[config.mk]
export PLATFORM = sky130hd
export DESIGN_NAME = compass_heading_from_field_top
export DESIGN_NICKNAME = d
export VERILOG_FILES = /design/src/hw/rtl/chb_pkg.sv /design/src/hw/rtl/chb_cordic.sv /design/src/hw/rtl/compass_heading_from_field_top.sv
export SDC_FILE = /design/constraint.sdc
export NUM_CORES = 2
export LEC_CHECK = 0
export BUFFER_PORTS_ARGS = -buffer_cell sky130_fd_sc_hd__buf_2
export CORE_MARGIN = 2
export CORE_UTILIZATION = 30
export DETAILED_ROUTE_END_ITERATION = 12
export PLACE_DENSITY_LB_ADDON = 0.25
export SLEW_MARGIN = 20
export SYNTH_ARGS = -nofsm -noshare
export SYNTH_HDL_FRONTEND = slang
export SYNTH_SLANG_ARGS = --single-unit
[constraint.sdc]
create_clock -name i_clk -period 6 [get_ports i_clk]
set_input_delay 0.9 -clock i_clk [delete_from_list [all_inputs] [get_ports i_clk]]
set_output_delay 0.9 -clock i_clk [all_outputs]
set_load 0.05 [all_outputs]
[src/hw/rtl/chb_pkg.sv]
// ----------------------------------------------------------------------------
// chb_pkg
// Shared widths, constants, the arctangent table and the word types of the
// compass heading datapath.
// ----------------------------------------------------------------------------
package chb_pkg;

    localparam int CORDIC_STAGES = 16;

    localparam int IN_W   = 16;
    localparam int FRAC_W = 16;
    localparam int XY_W   = IN_W + FRAC_W + 4;
    localparam int Z_W    = 32;
    localparam int ANG_W  = Z_W - FRAC_W;
    localparam int OFF_W  = 15;
    localparam int HDG_W  = 15;
    localparam int SUM_W  = 18;
    localparam int ADDR_W = 3;

    localparam logic [ADDR_W-1:0] ADDR_HEADING_OFFSET = 3'd0;

    localparam logic signed [Z_W-1:0]   HALF_TURN_Z = 32'sd754974720;
    localparam logic signed [Z_W-1:0]   ROUND_BIAS  = 32'sd32768;
    localparam logic signed [OFF_W-1:0] OFFSET_MAX  = 15'sd11520;
    localparam logic signed [OFF_W-1:0] OFFSET_MIN  = -15'sd11520;
    localparam logic signed [SUM_W-1:0] FULL_TURN   = 18'sd23040;
    localparam logic signed [SUM_W-1:0] TWO_TURNS   = 18'sd46080;

    typedef struct packed {
        logic                    valid;
        logic signed [ANG_W-1:0] angle;
    } t_cordic_out;

    // atan(2^-i) in degrees * 2^22
    function automatic logic signed [Z_W-1:0] atan_entry(input int i);
        logic signed [Z_W-1:0] v;
        case (i)
            0:       v = 32'sd188743680;
            1:       v = 32'sd111421900;
            2:       v = 32'sd58872272;
            3:       v = 32'sd29884485;
            4:       v = 32'sd15000234;
            5:       v = 32'sd7507429;
            6:       v = 32'sd3754631;
            7:       v = 32'sd1877430;
            8:       v = 32'sd938729;
            9:       v = 32'sd469366;
            10:      v = 32'sd234683;
            11:      v = 32'sd117342;
            12:      v = 32'sd58671;
            13:      v = 32'sd29335;
            14:      v = 32'sd14668;
            15:      v = 32'sd7334;
            16:      v = 32'sd3667;
            17:      v = 32'sd1833;
            18:      v = 32'sd917;
            19:      v = 32'sd458;
            20:      v = 32'sd229;
            21:      v = 32'sd115;
            22:      v = 32'sd57;
            23:      v = 32'sd29;
            default: v = '0;
        endcase
        return v;
    endfunction

endpackage

[src/hw/rtl/chb_cordic.sv]
// ----------------------------------------------------------------------------
// chb_cordic
// Pipelined vectoring CORDIC: quadrant fold, one register stage per
// iteration, then rounding of the angle to 1/64 degree.
// ----------------------------------------------------------------------------
module chb_cordic (
    input  logic                              i_clk,
    input  logic                              i_rst_n,
    input  logic                              i_valid,
    output logic                              o_stall,
    input  logic signed [chb_pkg::IN_W-1:0]   i_field_x,
    input  logic signed [chb_pkg::IN_W-1:0]   i_field_y,
    output chb_pkg::t_cordic_out              o_out,
    input  logic                              i_stall
);
    import chb_pkg::*;

    logic signed [XY_W-1:0]  r_x [0:CORDIC_STAGES];
    logic signed [XY_W-1:0]  r_y [0:CORDIC_STAGES];
    logic signed [Z_W-1:0]   r_z [0:CORDIC_STAGES];
    logic                    r_zero [0:CORDIC_STAGES];
    logic [CORDIC_STAGES:0]  r_v;
    logic                    r_rnd_v;
    logic signed [ANG_W-1:0] r_ang;
    logic [CORDIC_STAGES+1:0] w_en;

    logic signed [XY_W-1:0]  w_xe;
    logic signed [XY_W-1:0]  w_ye;
    logic                    w_xneg;
    logic signed [XY_W-1:0]  n_x0;
    logic signed [XY_W-1:0]  n_y0;
    logic signed [Z_W-1:0]   n_z0;
    logic signed [Z_W-1:0]   n_rnd;

    // a stage moves when it is empty or the one after it moves
    always_comb begin
        w_en[CORDIC_STAGES+1] = !r_rnd_v || !i_stall;
        for (int k = CORDIC_STAGES; k >= 0; k--) begin
            w_en[k] = !r_v[k] || w_en[k+1];
        end
    end

    assign o_stall = !w_en[0];

    always_ff @(posedge i_clk) begin
        if (!i_rst_n) begin
            r_v     <= '0;
            r_rnd_v <= 1'b0;
        end else begin
            if (w_en[0]) begin
                r_v[0] <= i_valid;
            end
            for (int k = 1; k <= CORDIC_STAGES; k++) begin
                if (w_en[k]) begin
                    r_v[k] <= r_v[k-1];
                end
            end
            if (w_en[CORDIC_STAGES+1]) begin
                r_rnd_v <= r_v[CORDIC_STAGES];
            end
        end
    end

    // quadrant fold into the right half plane
    always_comb begin
        w_xe   = {{(XY_W-IN_W){i_field_x[IN_W-1]}}, i_field_x};
        w_ye   = {{(XY_W-IN_W){i_field_y[IN_W-1]}}, i_field_y};
        w_xneg = i_field_x[IN_W-1];
        if (w_xneg) begin
            n_x0 = (-w_xe) <<< FRAC_W;
            n_y0 = (-w_ye) <<< FRAC_W;
            n_z0 = i_field_y[IN_W-1] ? -HALF_TURN_Z : HALF_TURN_Z;
        end else begin
            n_x0 = w_xe <<< FRAC_W;
            n_y0 = w_ye <<< FRAC_W;
            n_z0 = '0;
        end
    end

    always_ff @(posedge i_clk) begin
        if (w_en[0]) begin
            r_x[0]    <= n_x0;
            r_y[0]    <= n_y0;
            r_z[0]    <= n_z0;
            r_zero[0] <= (i_field_x == '0) && (i_field_y == '0);
        end
    end

    for (genvar gi = 0; gi < CORDIC_STAGES; gi++) begin : g_stage
        always_ff @(posedge i_clk) begin
            if (w_en[gi+1]) begin
                if (!r_y[gi][XY_W-1]) begin
                    r_x[gi+1] <= r_x[gi] + (r_y[gi] >>> gi);
                    r_y[gi+1] <= r_y[gi] - (r_x[gi] >>> gi);
                    r_z[gi+1] <= r_z[gi] + atan_entry(gi);
                end else begin
                    r_x[gi+1] <= r_x[gi] - (r_y[gi] >>> gi);
                    r_y[gi+1] <= r_y[gi] + (r_x[gi] >>> gi);
                    r_z[gi+1] <= r_z[gi] - atan_entry(gi);
                end
                r_zero[gi+1] <= r_zero[gi];
            end
        end
    end

    // round half up to 1/64 degree
    assign n_rnd = r_z[CORDIC_STAGES] + ROUND_BIAS;

    always_ff @(posedge i_clk) begin
        if (w_en[CORDIC_STAGES+1]) begin
            r_ang <= r_zero[CORDIC_STAGES] ? '0 : n_rnd[Z_W-1:FRAC_W];
        end
    end

    assign o_out.valid = r_rnd_v;
    assign o_out.angle = r_ang;

endmodule

[src/hw/rtl/compass_heading_from_field_top.sv]
// ----------------------------------------------------------------------------
// compass_heading_from_field_top
// Compass heading from a horizontal field pair: CORDIC atan2, offset and
// wrap into 0..23039 in 1/64 degree, with an APB offset register.
// Stages: input fold, one per CORDIC iteration, rounding, offset sum, wrap.
// Throughput: one word per cycle while no stall holds the pipeline; every CORDIC iteration has its own stage.
// Stalls hold each stage only while the stage after it is full.
// Reset (synchronous, active low) empties the pipeline and clears the offset.
// ----------------------------------------------------------------------------
module compass_heading_from_field_top (
    input  logic                              i_clk,
    input  logic                              i_rst_n,
    input  logic                              i_valid,
    output logic                              o_stall,
    input  logic signed [chb_pkg::IN_W-1:0]   i_field_x,
    input  logic signed [chb_pkg::IN_W-1:0]   i_field_y,
    output logic                              o_valid,
    input  logic                              i_stall,
    output logic [chb_pkg::HDG_W-1:0]         o_heading,
    input  logic                              psel,
    input  logic                              penable,
    input  logic                              pwrite,
    input  logic [chb_pkg::ADDR_W-1:0]        paddr,
    input  logic [31:0]                       pwdata,
    output logic [31:0]                       prdata,
    output logic                              pready
);
    import chb_pkg::*;

    t_cordic_out             w_cordic;
    logic                    w_cordic_stall;

    logic signed [OFF_W-1:0] r_offset;
    logic signed [OFF_W-1:0] w_off_sat;

    logic                    r_sum_v;
    logic signed [SUM_W-1:0] r_sum;
    logic signed [SUM_W-1:0] n_sum;
    logic                    r_out_v;
    logic [HDG_W-1:0]        r_heading;
    logic signed [SUM_W-1:0] n_wrap;
    logic                    w_en_sum;
    logic                    w_en_out;

    chb_cordic u_cordic (
        .i_clk     (i_clk),
        .i_rst_n   (i_rst_n),
        .i_valid   (i_valid),
        .o_stall   (o_stall),
        .i_field_x (i_field_x),
        .i_field_y (i_field_y),
        .o_out     (w_cordic),
        .i_stall   (w_cordic_stall)
    );

    // register port
    assign pready = 1'b1;
    assign prdata = (paddr == ADDR_HEADING_OFFSET)
                  ? {{(32-OFF_W){r_offset[OFF_W-1]}}, r_offset} : '0;

    always_ff @(posedge i_clk) begin
        if (!i_rst_n) begin
            r_offset <= '0;
        end else if (psel && penable && pwrite && pready
                     && paddr == ADDR_HEADING_OFFSET) begin
            r_offset <= pwdata[OFF_W-1:0];
        end
    end

    always_comb begin
        if (r_offset > OFFSET_MAX) begin
            w_off_sat = OFFSET_MAX;
        end else if (r_offset < OFFSET_MIN) begin
            w_off_sat = OFFSET_MIN;
        end else begin
            w_off_sat = r_offset;
        end
    end

    assign w_en_out       = !r_out_v || !i_stall;
    assign w_en_sum       = !r_sum_v || w_en_out;
    assign w_cordic_stall = !w_en_sum;

    assign n_sum = FULL_TURN
                 - {{(SUM_W-ANG_W){w_cordic.angle[ANG_W-1]}}, w_cordic.angle}
                 + {{(SUM_W-OFF_W){w_off_sat[OFF_W-1]}}, w_off_sat};

    always_comb begin
        if (r_sum < 0) begin
            n_wrap = r_sum + FULL_TURN;
        end else if (r_sum >= TWO_TURNS) begin
            n_wrap = r_sum - TWO_TURNS;
        end else if (r_sum >= FULL_TURN) begin
            n_wrap = r_sum - FULL_TURN;
        end else begin
            n_wrap = r_sum;
        end
    end

    always_ff @(posedge i_clk) begin
        if (!i_rst_n) begin
            r_sum_v <= 1'b0;
            r_out_v <= 1'b0;
        end else begin
            if (w_en_sum) begin
                r_sum_v <= w_cordic.valid;
            end
            if (w_en_out) begin
                r_out_v <= r_sum_v;
            end
        end
    end

    always_ff @(posedge i_clk) begin
        if (w_en_sum) begin
            r_sum <= n_sum;
        end
        if (w_en_out) begin
            r_heading <= n_wrap[HDG_W-1:0];
        end
    end

    assign o_valid   = r_out_v;
    assign o_heading = r_heading;

endmodule

==> flow_summary.yaml <==
run_status:
  status: "completed"
sta:
  fmax_ghz: 0.1786
  finalHoldViolations: 0
  finalCriticalPeriod_ns: 5.600
  fin_worst_skew_ns: 0.07971
  worst_pin_slew_ns: 1.055
  report.final.slew_viol_count: 0
  setup_viol: 0
  fin_crit_sh: 0.9334
  relSlewSlack: 0.2966
synth:
  synth-warning-count: 0
  yosysUniqueCellTypes: 123
  synth_area_mm2: 0.1199
  ys_ff_latch: 1447
  synth-edff-count: 1412
  synth_area_per_cell_um2: 9.621
  synth_cells: 12460
  ys_seq_area_frac: 0.3596
  synthFlopType: "edfxtp_1"
  synthArstFlopShare: 0
global_route:
  grt_pass1_wl_mm: 508.8
  grt-ovfl-total: 0
  grtUsageTotal: 0.1559
  grt_max_degree: 104
  antenna_found_initial: 6
  grt_pass1_vias: 88220
cells_and_area:
  final.fill_count: 40730
  mostFrequentLayoutCell: "edfxtp_1"
  area_growth_pct: 12.40
  fin_area_mm2: 0.1347
  multi_input_area_mm2: 0.07397
  final_cells: 18310
  nNetsFinal: 14390
  drive_above_1_share: 0.07102
  fin_util: 0.3381
  seq_area_mm2: 0.04310
  final_cell_mix: "edfxtp_1 (1412), ha_1 (1371), xnor2_1 (1147), a21oi_1 (1051), nor2_1 (913)"
route:
  drtPass1Iterations: 6
  finalWirelength_mm: 326.2
  drt-wirelength-per-cell_um: 17.82
  postRouteAntennaNets: 0
  top_layer_used: "met5"
  met2_length_mm: 144.9
  vias_per_cell: 5.013
  drc: 0
  drt_iter0_drc: 5790
  via_count: 91770
  wl_met3_mm: 11.27
  m1WireLength_mm: 159.5
critical_path:
  path_buf_inv: 7
  slowest_delay_ns: 0.43
  critPathArrivalTime_ns: 6.18
  crit_family: "compound AO/OA/AOI/OAI gates"
  cp-end-kind: "flop"
  crit_top_cell: "buf_4"
  criticalPathCategory: "reg -> reg"
  startpoint_type: "flop"
  cp_slowest_cell: "fa_1"
  critical_path_required_ns: 6.58
  critPathMaxFanout: 7
cts:
  cts_tree: "built"
  cts_buffers: 180
  cts_root_buffer: "clkbuf_16"
  clk_pin_slew_ns: 0.06
  cts_max_level: 4
  hold_buffers: 0
  clkLatencyLatePin_ns: 0.86
  clockBufferDepth: 4
  cts.sinks: 1447
placed_design:
  port-buffer-count: 105
  hpwl_mm: 264.8
  dp.cells: 17980
  gp_congestion: 0.8745
  place_area_mm2: 0.1290
die:
  core-area_mm2: 0.3986
  start_util: 0.3008
  dieArea_mm2: 0.4047
  die_h_um: 636.1
  fp.dieW_um: 636.1
  ios: 124
  fp-row-count: 232
job:
  drv_cap: 0
min_path:
  hp-class: "in -> reg"
## synth_stat cells (122+ instances only)
library cell / number / area, µm²
a21o_1: 523 / 3926
a21oi_1: 1052 / 5265
and3_1: 125 / 782.0
clkbuf_1: 156 / 585.6
edfxtp_1: 1412 / 42400
ha_1: 1371 / 17150
inv_1: 544 / 2042
nand2_1: 871 / 3269
nand2b_1: 204 / 1276
nand3_1: 227 / 1136
nor2_1: 913 / 3427
nor2b_1: 173 / 1082
nor3_1: 284 / 1421
o21a_1: 182 / 1366
o21ai_0: 745 / 3729
o21bai_1: 171 / 1284
o31ai_1: 194 / 1456
or3_1: 122 / 763.2
xnor2_1: 1147 / 10050
xor2_1: 600 / 5255
## flip-flops by register name (all words and copies together) (netlist names)
signal,flops
u_cordic.r_y,458
u_cordic.r_x,449
u_cordic.r_z,439
r_sum,18
u_cordic.r_v,17
u_cordic.r_zero,17
u_cordic.r_ang,16
o_heading,15
r_offset,15
o_valid,1
r_sum_v,1
u_cordic.r_rnd_v,1
## path summary, 6_finish.rpt
path / startpoint / end / slack (ns) / depth (start not counted)
hold / removal: i_field_x[0] / u_cordic.r_x[0][16]$_DFFE_PN_ / 0.26 / 1
setup / recovery: u_cordic.r_v[16]$_SDFFE_PN0P_ / u_cordic.r_y[3][35]$_DFFE_PP_ / 0.40 / 26
setup reg to reg: u_cordic.r_v[16]$_SDFFE_PN0P_ / u_cordic.r_y[3][35]$_DFFE_PP_ / 0.40 / 26
hold reg to reg: u_cordic.r_zero[0][11]$_DFFE_PP_ / u_cordic.r_zero[0][12]$_DFFE_PP_ / 0.42 / 0
## per-layer routing
| metal | track usage | vias up |
|---|---|---|
| li1 | - | 47050 |
| met1 | 0.2185 | 42820 |
| met2 | 0.2514 | 1481 |
| met3 | 0.01657 | 414 |
| met4 | 0.04777 | 4 |
| met5 | 0 | - |
## per-stage QoR
stage               setup TNS, ns  hold slack, ns  worst slack [ns]
floorplan                       0          0.4003          0.006380
global placement           -1.370          0.4032           -0.2029
detailed placement         -1.376          0.4075           -0.2116
CTS                             0          0.1862            0.1543
global route             -0.01444          0.2138          -0.01444
finish                          0          0.2643            0.3998
## repair_timing
action,in CTS,in global routing
resized for setup,0,17
setup buffers,0,1
setup endpoints to repair,0,20
## worst register-to-register path: cells and delay by family, from the launching register on
family | cells | cell delay, ns
compound gates | 11 | 2.38
xor+xnor | 1 | 0.22
simple gates | 6 | 0.84
buf+inv | 7 | 1.07
flops | 1 | 0.41
fa+ha+maj | 1 | 0.43
## cell type report
type                       count  area share
multi-input combinational  10260      0.5490
sequential                  1447      0.3199
tap                         5265     0.04889
clock buffer                 217     0.03532
timing repair buffer         453     0.02413
inverter                     558     0.01570
clock inverter               102    0.007002
antenna                        2  0.00003715
## cell families (layout without fill, tap and decap cells)
group	Yosys count	count (layout)	share of synthesized area
AOI/OAI and AO/OA	3607	3607	0.1931
xor gates and xnor gates	1747	1747	0.1276
adders and majority gates	1410	1410	0.1496
buffers and inverters	755	1330	0.02434
DFF	1447	1447	0.3596
muxes	62	62	0.005427
other	2	7	0.00006265
and+or+nand+nor	3430	3430	0.1402
Power is not shown: default switching activity piles up to over one toggle a cycle in this logic, so the estimate is an artifact.
